==> config.mk <==
export PLATFORM = sky130hd
export DESIGN_NAME = pcfl_front
export DESIGN_NICKNAME = d
export VERILOG_FILES = /design/src/design/pcfl_pkg.sv /design/src/design/pcfl_front.sv
export SDC_FILE = /design/constraint.sdc
export NUM_CORES = 1
export LEC_CHECK = 0
export ABC_CLOCK_PERIOD_IN_PS = 6500
export BUFFER_PORTS_ARGS = -buffer_cell sky130_fd_sc_hd__buf_2
export CAP_MARGIN = 15
export CORE_MARGIN = 4
export CORE_UTILIZATION = 30
export DETAILED_ROUTE_END_ITERATION = 12
export GPL_ROUTABILITY_DRIVEN = 1
export PLACE_DENSITY_LB_ADDON = 0.08
export SLEW_MARGIN = 20
export SYNTH_ARGS = -nofsm -noshare
export SYNTH_HDL_FRONTEND = slang
export SYNTH_SLANG_ARGS = --single-unit
==> constraint.sdc <==
create_clock -name vclk -period 6.5
set_input_delay 0.65 -clock vclk [all_inputs]
set_output_delay 0.65 -clock vclk [all_outputs]
set_load 0.02 [all_outputs]
==> src/design/pcfl_pkg.sv <==
`default_nettype none
// ----------------------------------------------------------------------------
// pcfl_pkg - shared types and constants
// Status codes, register indexes, reset values and the back-end state type
// of the per-CPU page free-list allocator.
// ----------------------------------------------------------------------------
package pcfl_pkg;

    localparam int LOW_W  = 20;
    localparam int TOP_W  = 21;
    localparam int ADDR_W = 32;
    localparam int FROM_W = 3;

    localparam logic [LOW_W-1:0] LOW_PAGE_RST = 20'd524288;
    localparam logic [TOP_W-1:0] TOP_PAGE_RST = 21'd557056;

    // register index, taken from paddr[2]
    localparam logic CFG_LOW_PAGE = 1'b0;
    localparam logic CFG_TOP_PAGE = 1'b1;

    localparam logic CMD_ALLOC = 1'b0;
    localparam logic CMD_FREE  = 1'b1;

    localparam logic [1:0] ST_OK     = 2'd0;
    localparam logic [1:0] ST_NOMEM  = 2'd1;
    localparam logic [1:0] ST_REJECT = 2'd2;

    typedef struct packed {
        logic is_free;
        logic reject;
    } t_op_class;

    typedef enum logic {
        BK_IDLE,
        BK_POP
    } t_back_state;

endpackage
`default_nettype wire

==> src/design/pcfl_front.sv <==
`default_nettype none
// ----------------------------------------------------------------------------
// pcfl_front - request classifier
// Folds the CPU number into range, checks a free address against the page
// window and turns it into a next-link table index.
// ----------------------------------------------------------------------------
module pcfl_front
    import pcfl_pkg::*;
#(
    parameter int CPUS       = 8,
    parameter int PAGES      = 32768,
    parameter int PAGE_SHIFT = 12,
    localparam int CW = (CPUS > 1) ? $clog2(CPUS) : 1,
    localparam int IW = $clog2(PAGES)
) (
    input  wire                 i_cmd,
    input  wire [2:0]           i_cpu,
    input  wire [ADDR_W-1:0]    i_addr,
    input  wire [LOW_W-1:0]     i_low_page,
    input  wire [TOP_W-1:0]     i_top_page,
    output t_op_class           o_cls,
    output logic [CW-1:0]       o_cpu,
    output logic [IW-1:0]       o_idx
);

    logic [2:0]       cpu_fold;
    logic [CW+2:0]    cpu_ext;
    logic             misalign;
    logic [TOP_W-1:0] page_x;
    logic [TOP_W-1:0] low_x;
    logic [TOP_W-1:0] diff;
    logic             below;
    logic             above;
    logic             outside;

    // cpu is at most 7, so a few conditional subtracts fold it
    always_comb begin
        cpu_fold = i_cpu;
        for (int i = 0; i < 8; i++) begin
            if (int'(cpu_fold) >= CPUS) begin
                cpu_fold = cpu_fold - 3'(CPUS);
            end
        end
    end

    assign cpu_ext  = {{CW{1'b0}}, cpu_fold};
    assign o_cpu    = cpu_ext[CW-1:0];

    assign misalign = |i_addr[PAGE_SHIFT-1:0];
    assign page_x   = TOP_W'(i_addr[ADDR_W-1:PAGE_SHIFT]);
    assign low_x    = {1'b0, i_low_page};
    assign diff     = page_x - low_x;
    assign below    = page_x < low_x;
    assign above    = page_x >= i_top_page;
    assign outside  = diff >= TOP_W'(PAGES);

    assign o_idx         = diff[IW-1:0];
    assign o_cls.is_free = (i_cmd == CMD_FREE);
    assign o_cls.reject  = (i_cmd == CMD_FREE) && (misalign || below || above || outside);

endmodule
`default_nettype wire

=== Yosys cells after proc, flatten, opt, wreduce, memory -nomap -nowiden ===
Cells that the tools add are included.

* Bits in registers: 0
* Output and inout bits: 20
* Bits of input ports: 77
* Word-level logic and storage cells: 9

* $lt $le $gt $ge: 3
* Add/subtract/negate cells: 1
* Reductions and logical operators: 5

{| class="wikitable"
|+ Operator list
! operator !! count
|-
| 20-bit by 21-bit greater-or-equal comparator with 1-bit output || 1
|-
| 21-bit by 16-bit greater-or-equal comparator with 1-bit output, second input constant || 1
|-
| 20-bit by 20-bit subtractor with 21-bit output || 1
|-
| 20-bit less-than comparator || 1
|-
| 12-bit OR reduction || 1
|-
| 1-bit logical OR || 3
|-
| 1-bit logical AND || 1
|}

=== Logic depth before layout (Yosys ltp) ===
* Depth in word-level cells: 5
* Gate-level depth with buffers: 11
* Gate-level depth less buffers: 11

=== Worst setup path before layout ===
Ideal clock, no wire load.

* Path kind: input to output
* Start point: in i_low_page[6]
* End point: out o_cls[0] (netlist bit)
* Arrival: 2.713 ns
* Required time: 5.850 ns
* Setup slack: 3.137 ns
* Buffers on the path: 0
* Cell stages on the path: 10
* Path through: inv_1 ha_1 a2111o_1 o21ai_2 a21oi_2 a311oi_2 or2_1 a311o_1 a31oi_1 o41a_1

{| class="wikitable"
|+ RTL lines
! what !! line !! source
|-
| start: declaration || pcfl_front.sv:19 || <nowiki>input wire [LOW_W-1:0] i_low_page,</nowiki>
|-
| end: declaration || pcfl_front.sv:21 || <nowiki>output t_op_class o_cls,</nowiki>
|}

==> impl_metrics.toml <==
[global_routing]
gr-total-overflow = 0
grt_max_degree = 8
grt_use_met2_pct = 22.1
grt_pass1_vias = 1648
grt_pass1_wl_um = 6610
use_met3_pct = 1.12
busiest_layer = "met2"
use_met1_pct = 15.7
antenna_found_initial = 0
grtUsageTotal_pct = 12.0

[layout]
n_clock_buffer = 0
fin_nets = 423
areaGrowthSynthToFinish_pct = 32.3
final_cell_mix = "91 x buf_2, 45 x inv_1, 40 x ha_1, 18 x a21oi_1, 13 x a21o_1"
n_antenna_cell = 0
nFillCells = 569
seqCellArea_um2 = 0
final_layout_size_suffix_gt1_share_pct = 33.3
multi_input_area_um2 = 1390
nFlopsAndLatches = 0
layout_commonest_cell = "buf_2"

[yosys]
synth_xor_xnor_area_share_pct = 7.73
synthTopCellsByArea = "ha_1 32%, inv_1 11%, a21o_1 6.2%"
synth.avg_cell_area_um2 = 7.35
synth_largest_area_cell = "ha_1"
ys_seq_area_share_pct = 0
syn-cell-area_um2 = 1590
synth_nets = 334
syn_inst = 216
synth_compound_area_share_pct = 33.0
synth_top_family_by_area = "compound AO/OA/AOI/OAI gates"
ys_types = 48
yosys-mux-area-fraction_pct = 0.710
synthSimpleGateAreaFrac_pct = 13.2
synth_top_area_share_pct = 31.5
yosys_warnings = 0
synth_fa_ha_area_share_pct = 32.8

[die]
initial_core_util_pct = 31.1
die_w_um = 80.7
die_h_um = 80.7
design.portCount = 97
fp.coreArea_um2 = 5110
dieArea_um2 = 6520
rows = 26

[sta]
timing.final.crit_share_pct = 56.8
drv_slew = 0
hold_viol = 0
clock.fmax_mhz = 271
worst_pin_slew_ps = 414
finalWorstSetupSlack_ps = 2810
setup_viol = 0
relSlewSlack_pct = 71.7
rsz0062_at_grt = "false"
period_needed_ps = 3690
tns_ps = 0

[routing]
drtIter0Drc = 54
via_count = 1730
drcViolationCount = 0
ant_nets = 0
firstDrtPassIters = 4
viasPerCell = 4.64
finalWirelength_um = 4170
wl_per_cell_um = 11.2

[run]
maxCapViolCount = 0

[clock_network]
ctsHoldBuffers = 0
ctsResizeCount = 0
cts_setup_buffers = 0

[placement]
dp_slack_ps = 2810
dp_hpwl_um = 3850
gp_congestion = 0.717
port_buffers = 91

[power]
p_per_area_nw_per_um2 = 94.2
ir_drop_mv = 0.0443
p_leak_uw = 0.00124

[critical_path]
worst_ep_arrival_time_ps = 3040
cpMaxStageDelayCell = "fa_1"
critPathBufInv = 3
slowest_delay_ps = 400
worstPathMaxFanout = 3
crit_top_cell = "buf_2"
required_ps = 5850
crit_type = "in2out"
startpoint_type = "input port"
cp_top_family = "compound AO/OA/AOI/OAI gates"
path_cells = "buf_2, inv_1, ha_1, fa_1, nand2b_1, a21oi_1, a2111o_1, nand4b_1, and3b_1, mux2_2, nand3_2, o41a_1, buf_2"
cp-end-kind = "output pin"

[status]
status = "finished clean"

[hold_path]
min_path_type = "in2out"
## power by group
part / switching (µW) / internal, µW
registers: 0 / 0
logic: 109 / 89.0
clock network: 0 / 0
## stage by stage
step	std cells	area [µm²]	power [µW]	util (%)	hold slack, ps
after CTS	373	2100	202	41.1	1300
after detailed placement	373	2100	200	41.1	1300
final	373	2100	198	41.1	1300
after floorplan	216	1590	138	-	1410
after global routing	373	2100	222	41.1	1300
after global placement	373	2100	201	41.1	1300
## layer usage
layer / share of wire (%) / up-vias
li1: - / 950
met1: 47 / 726
met2: 45 / 52
met3: 7.7 / 2
met4: 0.50 / 0
met5: 0 / -
## cells by family (layout without fill, tap and decap cells)
group / after synthesis / in the layout
mux: 1 / 1
simple gates: 37 / 37
fa+ha+maj: 41 / 41
xor+xnor: 14 / 14
compound gates: 74 / 74
buf+inv: 49 / 136
## synthesized netlist by cell type, types with 2 or more instances
cell,count
buf_4,4
a21o_1,13
nand4_1,3
xnor2_1,10
o21ai_1,2
o31ai_1,2
inv_1,45
o21ai_0,7
ha_1,40
a31oi_1,5
xor2_1,4
nand2_1,2
a2111o_1,2
a211oi_1,2
nand2b_1,5
o21a_1,5
o211ai_1,2
a21oi_1,18
o21bai_1,2
nand3_1,2
or2_2,2
nor2_1,10
nor4_1,3
a21boi_0,2
## final cells by class
type | count | area share [%]
timing repair buffer | 91 | 21.7
multi-input combinational | 167 | 66.1
inverter | 45 | 8.05
tap | 70 | 4.17
## worst paths after layout
kind | slack [ps] | end | from | depth (start not counted)
setup / recovery | 2810 | o_cls[0] | i_addr[12] | 13
hold / removal | 1300 | o_cpu[0] | i_cpu[0] | 0
Power figures use the tool's default switching activity.
