### config.mk
export PLATFORM = sky130hd
export DESIGN_NAME = pcfl_queue
export DESIGN_NICKNAME = d
export VERILOG_FILES = /design/src/design/pcfl_queue.sv
export SDC_FILE = /design/constraint.sdc
export NUM_CORES = 1
export LEC_CHECK = 0
export BUFFER_PORTS_ARGS = -buffer_cell sky130_fd_sc_hd__buf_2
export CAP_MARGIN = 5
export CORE_MARGIN = 3
export CORE_UTILIZATION = 51
export DETAILED_ROUTE_END_ITERATION = 10
export PLACE_DENSITY = 0.78
export SLEW_MARGIN = 0
export SYNTH_ARGS = -nofsm -noshare
export SYNTH_HDL_FRONTEND = slang
export SYNTH_SLANG_ARGS = --single-unit
### constraint.sdc
create_clock -name i_clk -period 2.65 [get_ports i_clk]
set_input_delay 0.53 -clock i_clk [delete_from_list [all_inputs] [get_ports i_clk]]
set_output_delay 0.53 -clock i_clk [all_outputs]
set_load 0.01 [all_outputs]
### src/design/pcfl_queue.sv
`default_nettype none
// ----------------------------------------------------------------------------
// pcfl_queue - two-entry request queue
// Decouples the classifier from the list engine.
// ----------------------------------------------------------------------------
module pcfl_queue #(
    parameter int WIDTH = 32
) (
    input  wire                 i_clk,
    input  wire                 i_rst_n,
    input  wire                 i_push,
    input  wire [WIDTH-1:0]     i_data,
    output logic                o_full,
    input  wire                 i_pop,
    output logic                o_valid,
    output logic [WIDTH-1:0]    o_data
);

    logic [WIDTH-1:0] r_mem [2];
    logic             r_wp;
    logic             r_rp;
    logic [1:0]       r_cnt;
    logic             push_ok;
    logic             pop_ok;

    assign o_full  = (r_cnt == 2'd2);
    assign o_valid = (r_cnt != 2'd0);
    assign o_data  = r_mem[r_rp];
    assign push_ok = i_push && !o_full;
    assign pop_ok  = i_pop && o_valid;

    always_ff @(posedge i_clk) begin
        if (!i_rst_n) begin
            r_wp  <= 1'b0;
            r_rp  <= 1'b0;
            r_cnt <= 2'd0;
        end else begin
            if (push_ok) begin
                r_wp <= ~r_wp;
            end
            if (pop_ok) begin
                r_rp <= ~r_rp;
            end
            if (push_ok && !pop_ok) begin
                r_cnt <= r_cnt + 2'd1;
            end else if (pop_ok && !push_ok) begin
                r_cnt <= r_cnt - 2'd1;
            end
        end
    end

    always_ff @(posedge i_clk) begin
        if (push_ok) begin
            r_mem[r_wp] <= i_data;
        end
    end

endmodule
`default_nettype wire

* Word-level counts from Yosys, hierarchy flattened
Memory sizes are Yosys's and may differ from the RTL's. A register that Yosys moved wholly into a read port is not among the register bits.
Index checks and enable logic that the tools add are counted.
** Cells by class
- Add/subtract/negate cells :: 2
- Eq/ne operators :: 1
- Mux-type cells :: 6
- Bitwise gates (word level) :: 2
- Reductions and logical operators :: 9
** Operators by type and width (count)
- $logic_and A1 B1 Y1 :: 4
- $mux W1 :: 4
- $mux W2 :: 2
- $reduce_bool A2 Y1 :: 2
- $logic_not A1 Y1 :: 3
- $add A2 B1 Y2 const B :: 1
- $eq A2 B2 Y1 const B :: 1
- $not A1 Y1 :: 2
- $sub A2 B1 Y2 const B :: 1
** Storage, ports and cells
- Register bits after elaboration :: 4
- Input port bits :: 36
- Memories kept :: 1
- Bits in writable memories :: 64
- Word-level logic and storage cells :: 24
- Output and inout port bits :: 34
** Memory list
- r_mem :: words 2, bits a word 32, read ports 1, clocked after Yosys merged registers in 1, wr ports 1, line 19 : logic [WIDTH-1:0] r_mem [2];

* Logic depth before layout (Yosys ltp)
Gate-level depths: netlist of the first run.
- Depth after elaboration :: 7
- Gate-level depth with buffers :: 7
- Mapped depth without buffers :: 7

* Worst setup path after synthesis of the first run
No wires, ideal clock.
- Path kind :: input -> register
- From :: input port i_push
- To :: memory r_mem[0][0], enable pin
- Path buffers :: 0
- Stages :: 2
- Data arrival time :: 1.905 ns
- Library setup time :: 0.417 ns
- Data required time :: 2.233 ns
- Setup slack :: 0.328 ns
- Path through :: inv_1 nor3_2
** On the way
- Cells in the longest elaborated chain, start to end :: 3
** Ends and longest elaborated chain
- from (decl) :: line 11 : input wire i_push,
- $logic_and A1 B1 Y1 :: line 29 : assign push_ok = i_push && !o_full;
- $mux W1 :: line 53 : if (push_ok) begin
- $mux W1 (implied by the code) :: line 54 : r_mem[r_wp] <= i_data;
- to (decl) :: line 19
Every way passes these cells.

==> reports/metrics.csv, run 1 <==
metric,value,unit
Vias/cell,4.83,
core area,4750,um^2
Post-Syn Area per Cell,20.3,um^2
sink of the worst hold path,r_mem[1][15]$_DFFE_PP_,
Initial DRT Pass Iterations,4,
Critical R2R Launch,r_cnt[0]$_SDFFE_PN0P_,
Layout Utilization,66.5,%
Tcrit/Tclk final,85.2,%
GRT Total Usage,16.1,%
Pint,2.12,mW
Synth Register Bits,69,
clk_lat worst skew,0.33,ns
clk sinks,69,
status,"complete, no violations",
syn nets,162,
cts repair resizes,0,
worst-margin pin slew,0.574,ns
largest net degree at the start of global routing,21,
global route overflow,0,
Final GP Congestion,0.712,
worst r2r dst,r_mem[0][13]$_DFFE_PP_,
worst path arrival time,1.73,ns
Area Growth Syn to Fin,24.5,%
Die ar.,5860,um^2
post-synthesis sequential area ratio,79.6,%
post-layout min period,2.26,ns
clk root buf,clkbuf_8,
IO Port Bufs,69,
"Hold-fix buffers, CTS",0,
max-slew violations,0,
Synth Instances,125,
worst setup path class,register to output port,
worst-path fanout max,12,
VDD IR max,0.605,mV
Reg power frac,49.5,%
I/O Pins,70,
Hold Startpoint,i_data[15],
Final Hold Fails,0,
Final Cell Area,3160,um^2
RSZ-0062 raised after global routing,false,
initial drt markers,45,
"leading cell type in the layout, fill and taps excluded",buf_2,
CP Launch Type,register,
Row Count,25,
initial antenna violation count,0,
share of layout cells above drive strength 1,55.2,%
Die Wd,76.6,um
Clock Power Share,24.0,%
cts bufs inserted,9,
"commonest cells after routing, fill and taps aside","buf_2 (69), edfxtp_1 (64), mux2_2 (27)",
final number of setup-violating endpoints,0,
Fin Hold WS,0.384,ns
DRC viols,0,
number of diodes,0,
worst hold path class,input pin to register,
f_max,443,MHz
wire per inst,15.8,um
CP Data Required Time,2.12,ns
first-pass GRT wire length,7030,um
crit end category,output port,
Detail Placement HPWL,3130,um
hold path depth,1,
Comb power frac,26.5,%
CTS Buffer Depth,2,
total power,2.92,mW
max-cap violations,0,
Clock Skews,0.00633,ns
switching share of power,27.5,%
# Post-CTS Setup Buffers,0,
Cell variety after synth,22,
vias,1348,
Placement Cell Area,3000,um^2
Pleak,1.21,nW
number of antenna-violating nets in the routed design,0,
nets@finish,244,
pwr/cell area,923,nW/um^2
switching pwr,0.802,mW
Routed WL,4410,um
CTS H-tree lvls,3,
Rel. slew slack,61.6,%
Mapped Area,2540,um^2
"reg-to-reg slack, setup",0.89,ns
Starting Density,53.4,%
vias in the first global route,1449,
Clock Pin Slew Worst Setup and Hold Paths,0.07,ns
Yosys warnings,0,
CTS tree,yes,
reg2reg path depth,4,
setup_tns,0,ns
Vert. Die Dim,76.6,um
cell type report:
type	instances	area [um^2]
sequential	69	2020
multi-input combinational	50	495
fill	353	1590
clock inverter	2	10.0
timing repair buffer	75	390
inverter	2	7.51
clock buffer	14	153
tap	67	83.8
how the worst max path moves through the flow:
stage / startpoint / end / slack [ns] / depth (start not counted)
finish: register / o_data[19] / 0.39 / 3
CTS: register / o_data[13] / 0.36 / 3
global placement: register / o_data[19] / 0.77 / 3
floorplan: i_push / r_mem[0][0]$_DFFE_PP_ / 0.33 / 2
detailed placement: register / o_data[14] / 0.73 / 3
global route: register / o_data[15] / 0.28 / 3
metal layers:
| layer | routed length [um] | part of all wire (%) | track usage (%) | up-vias |
|---|---|---|---|---|
| met4 | 70 | 1.6 | 9.60 | 0 |
| met5 | 0 | 0 | 0 | - |
| li1 | - | - | - | 649 |
| met2 | 2420 | 55 | 28.1 | 40 |
| met3 | 174 | 4.0 | 4.96 | 8 |
| met1 | 1740 | 40 | 17.0 | 651 |
worst max-delay path, cell delays in order (launching register included):
cell     delay, ns
dfxtp_1       0.60
buf_4         0.30
mux2_2        0.35
buf_2         0.14
flip-flops by register name, summed over array words and instances, names as in the netlist, named ones only:
| register | flops |
|---|---|
| r_cnt | 2 |
| r_mem | 64 |
| r_rp | 1 |
| r_wp | 1 |
stage by stage:
stage	setup WS, ns	cells
6_report	0.392	279
5_1_grt	0.275	279
4_1_cts	0.359	279
3_5_place_dp	0.730	263
3_3_place_gp	0.769	263
2_1_floorplan	0.328	125
cells by family after synthesis:
group	count (synthesis)	synth area share (%)
flip-flops	69	79.6
multiplexers	32	14.2
AND/OR/NAND/NOR	9	2.27
buffers and inverters	6	1.08
AO/OA/AOI/OAI	5	1.28
XOR/XNOR	3	1.04
adder cells (fa/ha/maj)	1	0.493
cells in the mapped netlist:
master    number  area (um^2)
xor2_1         1         8.76
inv_2          1         3.75
a21boi_1       1         7.51
nor2_1         1         3.75
xnor2_1        2         17.5
a21boi_0       1         7.51
inv_1          1         3.75
mux2_2        27          304
edfxtp_1      64         1920
and2_1         3         18.8
o21ai_0        1         5.00
o21a_1         1         7.51
or3_1          1         6.26
buf_2          4         20.0
mux2_1         5         56.3
nor3_2         1         10.0
o21ai_1        1         5.00
dfxtp_1        5          100
or2_2          1         6.26
nand2b_1       1         6.26
ha_1           1         12.5
and3_1         1         6.26
power by group through the flow:
stage,combinational (mW),clock [mW],sequential [mW]
finish,0.774,0.702,1.44
detailed placement,0.782,0,1.47
floorplan,0.510,0,1.43
global route,0.837,0.765,1.46
CTS,0.788,0.721,1.45
global placement,0.759,0,1.45
Power figures use the tool's default switching activity.
==> inputs of run 2 (changes only) <==
--- a/config.mk
+++ b/config.mk
@@ -9,8 +9,10 @@
 export CAP_MARGIN = 5
 export CORE_MARGIN = 3
 export CORE_UTILIZATION = 51
+export CTS_CLUSTER_SIZE = 30
 export DETAILED_ROUTE_END_ITERATION = 10
 export PLACE_DENSITY = 0.78
+export RECOVER_POWER = 50
 export SLEW_MARGIN = 0
 export SYNTH_ARGS = -nofsm -noshare
 export SYNTH_HDL_FRONTEND = slang
==> constraint.sdc (replaced) <==
create_clock -name i_clk -period 2.1 [get_ports i_clk]
set_input_delay 0.42 -clock i_clk [delete_from_list [all_inputs] [get_ports i_clk]]
set_output_delay 0.42 -clock i_clk [all_outputs]
set_load 0.01 [all_outputs]
==> run 2 against run 1 <==
  * Sequential cell count is the same
  * Die area is the same
  * Worst setup slack lost 0.16 ns
  * Final cell count is the same
  * Worst hold slack lost 0.11 ns
  * Register-to-register slack lost 0.60 ns
  * Utilization grew 0.13 points
  * Wire length shrank 0.43%
  * Critical path depth is the same
  * Clock skew is essentially flat
  * Combinational power grew 27%
  * Critical path type unchanged
  * Critical endpoint is now o_data[24]
  * Largest power group unchanged
==> reports/metrics.csv, run 2 (same netlist as run 1, synthesis figures left out) <==
metric,value,unit,change
RSZ-0062 raised after global routing,false,,unchanged
fill count,345,,was 353
Fin Hold WS,0.277,ns,was 0.384 ns
clk root buf,clkbuf_8,,unchanged
DRC viols,0,,unchanged
worst setup path class,register to output port,,unchanged
Initial DRT Pass Iterations,4,,unchanged
GRT Total Usage,16.2,%,was 16.1%
Starting Density,53.4,%,unchanged
CTS tree,yes,,unchanged
clk sinks,69,,unchanged
"Hold-fix buffers, CTS",0,,unchanged
total power,3.89,mW,was 2.92 mW
first-pass GRT wire length,7040,um,was 7030 um
register area,2020,um^2,unchanged
worst path arrival time,1.45,ns,was 1.73 ns
Die Wd,76.6,um,unchanged
Hold Startpoint,i_data[5],,was i_data[15]
multi-input logic area,484,um^2,was 495 um^2
cts repair resizes,0,,unchanged
core area,4750,um^2,unchanged
I/O Pins,70,,unchanged
share of layout cells above drive strength 1,47.2,%,was 55.2%
max FFs per register,64,,unchanged
Row Count,25,,unchanged
CP Data Required Time,1.68,ns,was 2.12 ns
nets@finish,244,,unchanged
number of diodes,0,,unchanged
pre-CTS setup slack,0.473,ns,was 0.730 ns
largest registers,"r_mem (64), r_cnt (2)",,unchanged
status,"complete, no violations",,unchanged
max incr delay on CP,0.38,ns,was 0.60 ns
initial drt markers,44,,was 45
cts bufs inserted,9,,unchanged
Clock Skews,0.00624,ns,was 0.00633 ns
pwr/cell area,1230,nW/um^2,was 923 nW/um^2
"leading cell type in the layout, fill and taps excluded",edfxtp_1,,was buf_2
Largest Register,r_mem,,unchanged
Final WS setup,0.231,ns,was 0.392 ns
final number of setup-violating endpoints,0,,unchanged
Vias/cell,4.90,,was 4.83
Area Growth Syn to Fin,24.8,%,was 24.5%
global route overflow,0,,unchanged
# Post-CTS Setup Buffers,0,,unchanged
IO Port Bufs,69,,unchanged
CP max-delay cell,mux2_2,,was dfxtp_1
CP Launch Type,register,,unchanged
post-layout min period,1.87,ns,
Critical R2R Launch,r_cnt[0]$_SDFFE_PN0P_,,unchanged
Final GP Congestion,0.652,,was 0.712
worst hold path class,input pin to register,,unchanged
wire per inst,15.7,um,was 15.8 um
CTS H-tree lvls,3,,unchanged
largest net degree at the start of global routing,22,,was 21
vias,1368,,was 1348
Vert. Die Dim,76.6,um,unchanged
setup_tns,0,ns,unchanged
CTS Buffer Depth,2,,unchanged
initial antenna violation count,0,,unchanged
max-cap violations,0,,unchanged
Tcrit/Tclk final,89.0,%,
crit end category,output port,,unchanged
CP Cell Sequence,buf_4 -> mux2_2 -> buf_2,,unchanged
Clock Pin Slew Worst Setup and Hold Paths,0.07,ns,about the same
Pleak,1.18,nW,was 1.21 nW
worst-path fanout max,20,,was 12
f_max,535,MHz,
Routed WL,4390,um,was 4410 um
VDD IR max,0.664,mV,was 0.605 mV
worst-margin pin slew,0.707,ns,was 0.574 ns
Die ar.,5860,um^2,unchanged
number of antenna-violating nets in the routed design,0,,unchanged
vias in the first global route,1466,,was 1449
Rel. slew slack,52.9,%,was 61.6%
clk_lat worst skew,0.33,ns,about the same
Detail Placement HPWL,2960,um,was 3130 um
"commonest cells after routing, fill and taps aside","edfxtp_1 (64), buf_2 (54), mux2_2 (27)",,"was buf_2 (69), edfxtp_1 (64), mux2_2 (27)"
max-slew violations,0,,unchanged
Final Hold Fails,0,,unchanged
run 2: cell types whose count changed in the layout (fill, tap and decap cells not counted), moves of 2 or more:
cell,before,now
buf_2,69,54
buf_4,6,4
bufinv_16,0,2
clkbuf_1,4,19
run 2: through the flow:
step	cell area, um^2	std cells	util (%)
finish	3170	279	66.6
global route	3170	279	66.6
CTS	3210	279	67.4
detailed placement	3000	263	63.1
global placement	3000	263	63.1
floorplan	2540	125	-
run 2: worst max-delay path, delay by kind of cell (launching register included):
family	cells	cell delay [ns]
buffers and inverters	2	0.41
flip-flops	1	0.33
multiplexers	1	0.38
run 2: layout make-up:
type / count / area share (%)
multi-input cells: 50 / 15.3
repair buffers: 75 / 11.5
inverters: 2 / 0.237
clock buffers: 11 / 4.15
clock inverters: 5 / 2.37
flip-flops and latches: 69 / 63.8
well taps: 67 / 2.65
run 2: worst paths after layout:
kind	slack, ns	end	cells after the start
worst max-delay path	0.23	o_data[24]	3
worst max register to register	0.29	r_mem[0][23]$_DFFE_PP_	4
worst min-delay path	0.28	r_mem[0][5]$_DFFE_PP_	1
worst min register to register	0.58	r_cnt[1]$_SDFFE_PN0P_	2
run 2: power breakdown:
part | internal (mW) | switching [mW]
Combinational | 0.466 | 0.516
Sequential | 1.73 | 0.0619
Clock | 0.663 | 0.449
run 2: layer usage:
layer  part of all wire (%)  global-route usage (%)  wire length, um  up-vias
li1                       -                       -                -      646
met1                     40                    18.5             1750      667
met2                     53                    26.5             2320       47
met3                    5.5                    5.32              242        8
met4                    1.7                    9.78               76        0
met5                      0                       0                0        -
